`src/sv/tsr_pkg.sv`:
```
package tsr_pkg;

	localparam int DEF_CHANNELS     = 32;
	localparam int DEF_RING_SECONDS = 1024;
	localparam int MAX_BACKFILL_GAP = 10;
	localparam int QUEUE_DEPTH      = 4;

	localparam logic [1:0] CMD_UPDATE = 2'd0;
	localparam logic [1:0] CMD_PUSH   = 2'd1;
	localparam logic [1:0] CMD_READ   = 2'd2;

	localparam logic [1:0] STATUS_FAULT = 2'd3;

	// One classified command on its way from the front end to the back end.
	// For a push, seconds is the push second and first is where the fill starts.
	// For a read, first carries the requested second as well.
	typedef struct packed {
		logic [1:0]  cmd;
		logic        chan_ok;
		logic [4:0]  channel;
		logic [31:0] word;
		logic [1:0]  status;
		logic [31:0] seconds;
		logic [31:0] first;
	} tsr_entry_t;

endpackage

```
`src/sv/tsr_queue.sv`:
```
module tsr_queue import tsr_pkg::*; (
	input  logic       clk,
	input  logic       arst_n,
	input  logic       push,
	input  tsr_entry_t push_entry,
	output logic       full,
	input  logic       pop,
	output logic       empty,
	output tsr_entry_t head
);

	localparam int PTR_W = QUEUE_DEPTH > 1 ? $clog2(QUEUE_DEPTH) : 1;
	localparam logic [PTR_W-1:0] LAST_PTR = PTR_W'(QUEUE_DEPTH - 1);

	tsr_entry_t       mem_q [QUEUE_DEPTH];
	logic [PTR_W-1:0] wr_ptr_q;
	logic [PTR_W-1:0] rd_ptr_q;
	logic [PTR_W:0]   count_q;

	assign full  = count_q == (PTR_W + 1)'(QUEUE_DEPTH);
	assign empty = count_q == '0;
	assign head  = mem_q[rd_ptr_q];

	always_ff @(posedge clk) begin
		if (push) begin
			mem_q[wr_ptr_q] <= push_entry;
		end
	end

	always_ff @(posedge clk or negedge arst_n) begin
		if (!arst_n) begin
			wr_ptr_q <= '0;
			rd_ptr_q <= '0;
			count_q  <= '0;
		end else begin
			if (push) begin
				wr_ptr_q <= (wr_ptr_q == LAST_PTR) ? '0 : wr_ptr_q + 1'b1;
			end
			if (pop) begin
				rd_ptr_q <= (rd_ptr_q == LAST_PTR) ? '0 : rd_ptr_q + 1'b1;
			end
			case ({push, pop})
				2'b10: count_q <= count_q + 1'b1;
				2'b01: count_q <= count_q - 1'b1;
				default: count_q <= count_q;
			endcase
		end
	end

endmodule

```
`config.mk`:
```
export PLATFORM = sky130hd
export DESIGN_NAME = tsr_queue
export DESIGN_NICKNAME = d
export VERILOG_FILES = /design/src/sv/tsr_pkg.sv /design/src/sv/tsr_queue.sv
export SDC_FILE = /design/constraint.sdc
export NUM_CORES = 1
export LEC_CHECK = 0
export ABC_AREA = 0
export BUFFER_PORTS_ARGS = -buffer_cell sky130_fd_sc_hd__buf_2
export CORE_MARGIN = 2
export CORE_UTILIZATION = 61
export DETAILED_ROUTE_END_ITERATION = 8
export PLACE_DENSITY = 0.84
export SETUP_SLACK_MARGIN = 0.05
export SLEW_MARGIN = 30
export SYNTH_ARGS = -nofsm -noshare
export SYNTH_HDL_FRONTEND = slang
export SYNTH_SLANG_ARGS = --single-unit
```
`constraint.sdc`:
```
create_clock -name clk -period 11.2 [get_ports clk]
set_input_delay 2.24 -clock clk [delete_from_list [all_inputs] [get_ports clk]]
set_output_delay 2.24 -clock clk [all_outputs]
set_load 0.02 [all_outputs]
```
==> results by group <==
Outcome
  – Status: finished clean

Worst setup path
  – Critical path type: flip-flop to primary output
  – Crit-path slowest cell: dfrtp_4
  – Worst-path maximum fanout: 44
  – Critical path launch point type: flip-flop
  – RR Startpoint: wr_ptr_q[1]
  – Critical Path Source: rd_ptr_q[0]
  – CP arrival: 3.66 ns
  – Max incr delay on CP: 0.96 ns
  – Cells along the critical path: buf_4 > buf_4 > mux4_2 > buf_2
  – CP dominant cell by count: buf_4
  – CP Capture Type: primary output
  – Worst EP required: 8.96 ns

GRT
  – Via count of the first global-routing pass: 7507
  – Congestion Overflow GR: 0
  – Initial antenna violation count: 5
  – Global-route wire length before repair: 43600 um
  – Gr usage total: 22.2%
  – Maximum number of pins on one net before global-route repair: 67

Route
  – DR pass1 iterations: 7
  – Iter 0 DRT Violations: 749
  – DRC: 0
  – Post-DR vias/cell: 5.88
  – WL/cell: 24.4 um
  – Final ANT Viol Nets: 0
  – Vias: 7081
  – Final WL: 29400 um

Power
  – Pwr Density: 271 nW/um^2
  – Peak supply drop: 0.252 mV
  – Leakage: 0.00635 uW

Clock tree
  – Clock buffer depth: 3
  – CTS tree: yes
  – Root buffer cell: clkbuf_16
  – # hold bufs at CTS: 0
  – Reg clk slew, reported paths: 0.06 ns
  – Post-CTS sizing: 0
  – Clock latency on the worst-skew pair: 0.52 ns
  – Post-CTS Setup Repair Bufs: 0
  – H-tree depth: 2
  – Sink Count: 431
  – CTS Buf Count: 43

STA
  – Post-layout min period: 5.90 ns
  – Rel. slew slack: 38.4%
  – Worst hold slack: 0.523 ns
  – Slew Viols, Final: 0
  – Final worst-path cycle share: 52.6%
  – Final Hold Viols: 0
  – Actual slew at the worst max-slew pin: 0.924 ns
  – Setup TNS: 0 ns
  – Setup violations, final: 0
  – RSZ-0062 raised after global routing: false
  – Fmax: 0.170 GHz
  – Post-Route Skew: 0.0128 ns

Floorplan
  – Die W: 164 um
  – Total die area: 27000 um^2
  – Core ar.: 25200 um^2
  – Placement row count: 58
  – I/O Pins: 218
  – Initial Utilization: 62.3%
  – Die Height: 164 um

Finish
  – Fin nets: 954
  – Fillers: 1369
  – Share of cells above drive strength 1: 45.9%
  – Most common cell after layout, fill and taps aside: edfxtp_1
  – FF/Latch Area: 12900 um^2
  – Footprint of the multi-input gates: 2620 um^2
  – Commonest cells after routing, fill and taps aside: edfxtp_1 (424), buf_2 (217), mux4_2 (106)
  – Area growth syn-to-layout: 18.1%
  – Final Instance Count excl. Fillers: 1204

Logic synthesis
  – Post-synthesis cell count: 592
  – Post-synthesis sequential area ratio: 82.3%
  – Synth Area per Inst: 26.5 um^2
  – Number of synthesized register bits: 431
  – Synth Cell Area: 15700 um^2
  – Top post-synthesis cells by area: edfxtp_1 (81%), mux4_2 (15%), dfrtp_1 (1.1%)
  – Largest area contributor in the synthesized netlist: edfxtp_1
  – Synth cell types: 22
  – Post-Synthesis Net Count: 709
  – YS warnings: 0
  – Top-area cell type share of the netlist area: 81.2%

Hold path
  – Worst hold path startpoint: count_q[0]
  – Hold Path Class: flip-flop to flip-flop

Place
  – Port bufs: 217
  – Placed insts: 1122
  – Dpl hpwl: 18000 um
  – Placer Congestion: 0.764

Flow run
  – Maxcap violations: 0
synthesized netlist by cell type:
cell type	n
edfxtp_1	424
mux4_2	106
buf_2	13
dfrtp_1	7
clkbuf_1	6
ha_1	6
inv_1	6
and2_1	4
buf_6	3
mux2_2	2
nor2_1	2
o21ai_0	2
xor2_1	2
and3_1	1
buf_4	1
buf_8	1
fa_1	1
mux2i_1	1
nand2_1	1
nor3_1	1
or3_1	1
xnor2_1	1
logic make-up after synthesis:
| logic type | Yosys count | synth area share (%) |
|---|---|---|
| DFF | 431 | 82.3 |
| AOI/OAI and AO/OA | 2 | 0.0638 |
| xor gates and xnor gates | 3 | 0.168 |
| buffers and inverters | 30 | 1.06 |
| adders and majority gates | 7 | 0.606 |
| and+or+nand+nor | 10 | 0.343 |
| muxes | 109 | 15.4 |
final cells by class:
type / count / area share [%]
Multi-Input combinational cell: 131 / 14.1
Clock buffer: 55 / 6.39
Sequential cell: 431 / 69.8
Clock inverter: 22 / 1.13
Inverter: 6 / 0.122
Antenna cell: 5 / 0.0676
Tap cell: 330 / 2.23
Timing Repair Buffer: 224 / 6.15
critical path: cells and delay by family, from the launching register on:
kind                   cells  cell delay [ns]
buffers and inverters      3             1.51
DFF                        1             0.96
muxes                      1             0.64
sequential cells by signal, summed over array words and instances (netlist names):
| signal | cells |
|---|---|
| count_q | 3 |
| rd_ptr_q | 2 |
| mem_q | 424 |
| wr_ptr_q | 2 |
power breakdown:
part | internal [uW] | switching, uW
logic | 592 | 824
registers | 2070 | 142
clock network | 837 | 549
total | 3500 | 1510
per-layer routing:
metal | global-route usage, % | vias to the layer above | wire length (um)
met2 | 39.0 | 269 | 16200
li1 | - | 3050 | -
met4 | 7.70 | 0 | 706
met3 | 3.84 | 53 | 1790
met5 | 0 | - | 0
met1 | 28.4 | 3709 | 10700
through the flow:
| step | cell area [um^2] | setup WS [ns] | total power, uW | utilization (%) |
|---|---|---|---|---|
| 6_report | 18500 | 5.30 | 5010 | 73.5 |
| 5_1_grt | 18500 | 4.94 | 5220 | 73.5 |
| 4_1_cts | 18500 | 5.14 | 5080 | 73.5 |
| 3_5_place_dp | 17100 | 5.69 | 3680 | 67.9 |
| 3_3_place_gp | 17100 | 5.76 | 3620 | 67.9 |
| 2_1_floorplan | 15700 | 6.04 | 3250 | - |
path summary, 6_finish.rpt:
kind | end | slack (ns) | cells after the start
max in group asynchronous | rd_ptr_q[0] | 9.46 | 1
worst max-delay path | head[30] | 5.30 | 4
min in group asynchronous | count_q[1] | 1.55 | 1
worst max register to register | mem_q[1][67] | 8.65 | 4
worst min register to register | count_q[0] | 0.52 | 1
worst min-delay path | count_q[0] | 0.52 | 1
Note: power is estimated with default switching activity, not from simulation.
