--- config.mk ---
export PLATFORM = sky130hd
export DESIGN_NAME = tsr_front
export DESIGN_NICKNAME = d
export VERILOG_FILES = /design/src/sv/tsr_pkg.sv /design/src/sv/tsr_front.sv
export SDC_FILE = /design/constraint.sdc
export NUM_CORES = 1
export LEC_CHECK = 0
export ABC_AREA = 1
export BUFFER_PORTS_ARGS = -buffer_cell sky130_fd_sc_hd__buf_2
export CORE_ASPECT_RATIO = 1.4
export CORE_MARGIN = 2
export CORE_UTILIZATION = 35
export DETAILED_ROUTE_END_ITERATION = 10
export MAX_ROUTING_LAYER = met4
export SLEW_MARGIN = 20
export SYNTH_ARGS = -nofsm -noshare
export SYNTH_HDL_FRONTEND = slang
export SYNTH_SLANG_ARGS = --single-unit
--- constraint.sdc ---
create_clock -name clk -period 2.7 [get_ports clk]
set_input_delay 0.135 -clock clk [delete_from_list [all_inputs] [get_ports clk]]
set_output_delay 0.135 -clock clk [all_outputs]
set_load 0.05 [all_outputs]
--- src/sv/tsr_pkg.sv ---
package tsr_pkg;

	localparam int DEF_CHANNELS     = 32;
	localparam int DEF_RING_SECONDS = 1024;
	localparam int MAX_BACKFILL_GAP = 10;
	localparam int QUEUE_DEPTH      = 4;

	localparam logic [1:0] CMD_UPDATE = 2'd0;
	localparam logic [1:0] CMD_PUSH   = 2'd1;
	localparam logic [1:0] CMD_READ   = 2'd2;

	localparam logic [1:0] STATUS_FAULT = 2'd3;

	// One classified command on its way from the front end to the back end.
	// For a push, seconds is the push second and first is where the fill starts.
	// For a read, first carries the requested second as well.
	typedef struct packed {
		logic [1:0]  cmd;
		logic        chan_ok;
		logic [4:0]  channel;
		logic [31:0] word;
		logic [1:0]  status;
		logic [31:0] seconds;
		logic [31:0] first;
	} tsr_entry_t;

endpackage

--- src/sv/tsr_front.sv ---
module tsr_front import tsr_pkg::*; #(
	parameter int CHANNELS = DEF_CHANNELS
) (
	input  logic        clk,
	input  logic        arst_n,
	input  logic        cmd_valid,
	output logic        cmd_stall,
	input  logic [1:0]  command,
	input  logic [4:0]  channel,
	input  logic [31:0] sample_word,
	input  logic [1:0]  sample_status,
	input  logic [31:0] seconds,
	input  logic        q_full,
	input  logic        hold,
	output logic        q_push,
	output tsr_entry_t  q_entry
);

	logic        accept;
	logic        chan_ok;
	logic        backfill;
	logic [31:0] gap;
	logic [31:0] prev_push_q;

	assign cmd_stall = q_full | hold;
	assign accept    = cmd_valid & ~cmd_stall;
	assign chan_ok   = {4'b0, channel} < 9'(CHANNELS);

	// A previous push second of zero means there was no push yet.
	assign gap      = seconds - prev_push_q;
	assign backfill = (prev_push_q != 32'd0) && (prev_push_q < seconds) &&
		(gap <= 32'(MAX_BACKFILL_GAP));

	always_comb begin
		q_entry.cmd     = command;
		q_entry.chan_ok = chan_ok;
		q_entry.channel = channel;
		q_entry.word    = sample_word;
		q_entry.status  = sample_status;
		q_entry.seconds = seconds;
		q_entry.first   = seconds;
		if (command == CMD_PUSH && backfill) begin
			q_entry.first = prev_push_q + 32'd1;
		end
	end

	// Updates to channels that do not exist and the unused code are dropped here.
	always_comb begin
		case (command) inside
			CMD_UPDATE: q_push = accept & chan_ok;
			CMD_PUSH, CMD_READ: q_push = accept;
			default: q_push = 1'b0;
		endcase
	end

	always_ff @(posedge clk or negedge arst_n) begin
		if (!arst_n) begin
			prev_push_q <= 32'd0;
		end else if (accept && command == CMD_PUSH) begin
			prev_push_q <= seconds;
		end
	end

endmodule

==> impl_table.tex <==
\begin{tabular}{lr}
\hline
Metric & Value \\
\hline
\multicolumn{2}{l}{\textbf{Final layout}} \\
\quad Share of cells above drive strength 1 & 0.371 \\
\quad Count of antenna diodes in the layout & 0 \\
\quad Fillers & 1737 \\
\quad Flip-flop count of the largest register after layout & 32 \\
\quad Multi-input combinational cell area & around 4700 µm² \\
\quad Final std cells w/o fill & 1550 \\
\quad Regs by FF count & prev\_push\_q x32 \\
\quad Largest register by flop count & prev\_push\_q \\
\quad Number of nets in the layout & 1428 \\
\quad Area taken by flip-flops and latches & around 800 µm² \\
\quad Layout-stage area growth over the synthesis result & 46.2\% \\
\multicolumn{2}{l}{\textbf{Run status}} \\
\quad Violations in the final reports & negative setup slack \\
\quad Outcome & finished, violations left \\
\multicolumn{2}{l}{\textbf{Yosys}} \\
\quad Mapped Area & 6150 µm² \\
\quad Instance count of the mapped netlist & around 1100 \\
\quad Number of different library cells in the post-synthesis netlist & 35 \\
\quad Net Count, Synth & 1231 \\
\quad Number of enable-type register cells in the synthesized netlist & 0 \\
\quad Count of warnings emitted by yosys & 0 \\
\quad Post-synth top flop & dfrtp\_1 \\
\quad Avg Cell Area, Syn & 5.51 µm² \\
\quad Most numerous cell in the Yosys netlist & nand2\_1 \\
\quad Share of Yosys cell area claimed by the top area cell type & 0.234 \\
\quad Cell type with the highest aggregate area in the netlist & nand2\_1 \\
\quad Post-synthesis register bit count & 32 \\
\quad Dominant cells by area after synthesis & nand2\_1 23\%, dfrtp\_1 13\%, inv\_1 12\% \\
\quad FFs w/ async S/R, synth & 1.00 \\
\quad List of most frequent post-synthesis cells & 384 x nand2\_1, 191 x inv\_1, 118 x nor2\_1 \\
\quad Sequential-to-total area share from yosys stat & 0.130 \\
\multicolumn{2}{l}{\textbf{Pwr}} \\
\quad Power density over cell area & about 530 nW/µm² \\
\quad Leak & 4.90 nW \\
\quad Max IR drop VDD & 0.228 mV \\
\multicolumn{2}{l}{\textbf{STA}} \\
\quad Max-slew headroom & 0.442 \\
\quad Endpoints failing setup & 32 \\
\quad Worst Hold Margin & 0.175 ns \\
\quad Setup slack after layout & -0.550 ns \\
\quad Transition time at the pin with the least slew margin & 0.836 ns \\
\quad Maximum clock frequency & 0.308 GHz \\
\quad Period minus WS final & 3.25 ns \\
\quad Final clock skew & 0 ns \\
\quad Max-slew violation total from the final report & 0 \\
\quad Setup repair after global routing missed its margin & true \\
\quad Count of endpoints failing hold in the final timing report & 0 \\
\quad Final worst-path cycle share & 1.20 \\
\quad Total negative slack & -16.79 ns \\
\multicolumn{2}{l}{\textbf{Detailed routing}} \\
\quad Total DRC errors in the routed layout & 0 \\
\quad Average vias per placed instance & 4.79 \\
\quad Routed wire length per instance & about 15 µm \\
\quad Detailed-route via count & between 7000 and 8000 \\
\quad First DRT Iteration DRCs & 443 \\
\quad Overall routed net length & between 20000 and 25000 µm \\
\quad Detailed-routing iteration count for the pre-antenna-repair pass & 5 \\
\quad Final ANT Viol Nets & 0 \\
\multicolumn{2}{l}{\textbf{GRT}} \\
\quad Wire length of the first global-routing pass & 35500 µm \\
\quad Total GRT Usage & 0.248 \\
\quad Maximum number of pins on one net before global-route repair & 65 \\
\quad Antenna violations before repair & 0 \\
\quad Vias in the first global route & 7295 \\
\quad Overflow left after global routing & 0 \\
\multicolumn{2}{l}{\textbf{Job}} \\
\quad Number of max-capacitance violations reported & 0 \\
\multicolumn{2}{l}{\textbf{Setup path}} \\
\quad CP cell instances & ha\_4, fa\_2, inv\_2, nand2\_2, nand2\_2, nand3\_2, nand2\_2, nand2\_2, nand2\_4, buf\_4, o21ai\_1, nor2\_1, nand2\_1, nor2\_4, nand4\_4, nor2\_4, buf\_6, clkbuf\_16, nand2\_1, nand2\_2, buf\_8 \\
\quad Data required time at the worst endpoint & 2.57 ns \\
\quad Startpoint of the lowest-slack register-to-register path & prev\_push\_q[25] \\
\quad Launching instance or port of the critical path & prev\_push\_q[0] \\
\quad Worst Path Class, Setup & reg -> out \\
\quad CP max stage cell & dfrtp\_1 \\
\quad Kind of start point of the critical path & flop \\
\quad Endpoint arrival time on the critical path & between 3 and 4 ns \\
\quad Crit-path max cell delay & 0.40 ns \\
\quad Crit path capture type & output port \\
\quad Crit-path max FO & 5 \\
\quad Cell repeated most along the worst path & nand2\_2 \\
\multicolumn{2}{l}{\textbf{Clock network}} \\
\quad H-tree level count & 2 \\
\quad Clock Sink Count & 32 \\
\quad Cts bufs inserted & 5 \\
\quad Register clock-pin slew on the reported worst setup and hold paths & around 0.050 ns \\
\quad Master cell of the clock root buffer & clkbuf\_16 \\
\quad Clk\_lat worst skew & 0.28 ns \\
\quad TritonCTS clock tree & done \\
\quad Max clock buf depth & 2 \\
\multicolumn{2}{l}{\textbf{Floorplan}} \\
\quad Site Rows & 57 \\
\quad CORE AREA & 17300 µm² \\
\quad Die boundary height & 161 µm \\
\quad Io pins & 186 \\
\quad Area of the die & approximately 19000 µm² \\
\quad Initial Utilization & 0.357 \\
\quad DIE WIDTH & 116 µm \\
\multicolumn{2}{l}{\textbf{Placement}} \\
\quad HPWL Detailed & 17800 µm \\
\quad IO buf count & 106 \\
\quad Post-Place Worst Slack & -0.421 ns \\
\quad Routability Congestion & 0.966 \\
\quad Number of instances in the placed design & between 1500 and 2000 \\
\multicolumn{2}{l}{\textbf{Worst hold path}} \\
\quad Startpoint of the most critical hold path & seconds[12] \\
\quad Worst min-delay path class & in -> reg \\
\hline
\end{tabular}
-- where the power goes --
group	leakage [nW]	internal, mW	total, mW	switching (mW)
Clock	0.0712	0.368	0.597	0.229
Combinational	4.48	1.43	3.50	2.07
Sequential	0.348	0.579	0.643	0.0640
-- repair_timing --
item,4_1_cts,5_1_grt
gates cloned,2,3
endpoints found under the hold margin,32,0
pin swaps,9,30
gates resized for setup,213,58
setup buffers,4,3
setup endpoints to repair,32,32
hold buffers,1,0
-- placed cells by master (no fill, tap or decap), types with 4 or more instances in the layout --
| cell | Yosys | final |
|---|---|---|
| nand2_1 | 384 | 307 |
| inv_1 | 191 | 180 |
| buf_4 | 75 | 157 |
| nor2_1 | 118 | 105 |
| nand2_2 | 9 | 76 |
| buf_2 | 3 | 74 |
| nand3_1 | 69 | 61 |
| a21oi_1 | 47 | 38 |
| dfrtp_1 | 32 | 31 |
| xor2_1 | 30 | 30 |
| buf_8 | 0 | 26 |
| ha_4 | 0 | 21 |
| nand4_1 | 18 | 18 |
| nor2_2 | 9 | 17 |
| o21ai_2 | 5 | 15 |
| ha_1 | 36 | 14 |
| a21oi_2 | 4 | 13 |
| inv_2 | 5 | 13 |
| nor3_1 | 12 | 11 |
| buf_6 | 3 | 11 |
| nand3_2 | 4 | 10 |
| nand2_4 | 0 | 10 |
| nor2_4 | 5 | 10 |
| clkbuf_16 | 0 | 8 |
| o21ai_0 | 25 | 7 |
| and2_1 | 7 | 6 |
| o21ai_1 | 2 | 5 |
| o21ai_4 | 0 | 5 |
| nor3_2 | 3 | 4 |
-- cell type report --
class | instances | share of cell area
timing repair buffer | 277 | 0.252
clock buffer | 8 | 0.0163
tap | 236 | 0.0328
sequential | 32 | 0.0892
inverter | 196 | 0.0830
multi-input combinational | 801 | 0.527
-- path summary, 6_finish.rpt --
path	endpoint	slack (ns)	depth (start not counted)
max	q_entry[24]	-0.55	21
min	prev_push_q[12]	0.18	3
max reg2reg	prev_push_q[25]	1.84	3
min reg2reg	prev_push_q[31]	0.57	2
max in group asynchronous	prev_push_q[1]	1.61	2
min in group asynchronous	prev_push_q[25]	0.49	2
-- worst max-delay path, delay by kind of cell (launching register included) --
family	cells	cell delay, ns
AOI/OAI and AO/OA	1	0.04
adders and majority gates	2	0.54
buffers and inverters	5	0.63
DFF	1	0.40
and+or+nand+nor	13	1.21
-- kinds of logic (layout without fill, tap and decap cells) --
| family | count (synthesis) | in the layout | synth area share |
|---|---|---|---|
| buffers and inverters | 283 | 481 | 0.223 |
| AOI/OAI and AO/OA | 89 | 89 | 0.0807 |
| adders and majority gates | 37 | 37 | 0.0764 |
| DFF | 32 | 32 | 0.130 |
| and+or+nand+nor | 644 | 644 | 0.447 |
| xor gates and xnor gates | 30 | 30 | 0.0427 |
| other | 1 | 1 | 0.000609 |
-- metrics by stage --
stage                     total power [mW]  utilization  instance area (µm²)
after global routing                  5.13        0.521                 9000
after detailed placement              3.68        0.444                 7670
after CTS                             4.59        0.503                 8690
after floorplan                       2.69            -                 6270
final                                 4.74        0.521                 9000
after global placement                3.66        0.444                 7670
-- metal layers --
layer	wire [µm]	vias to the layer above	GRT usage
li1	-	3747	-
met1	9340	3419	0.291
met2	11700	207	0.434
met3	863	58	0.0181
met4	884	0	0.0990
met5	0	-	-
No activity file was read; power rests on OpenSTA's default activity.
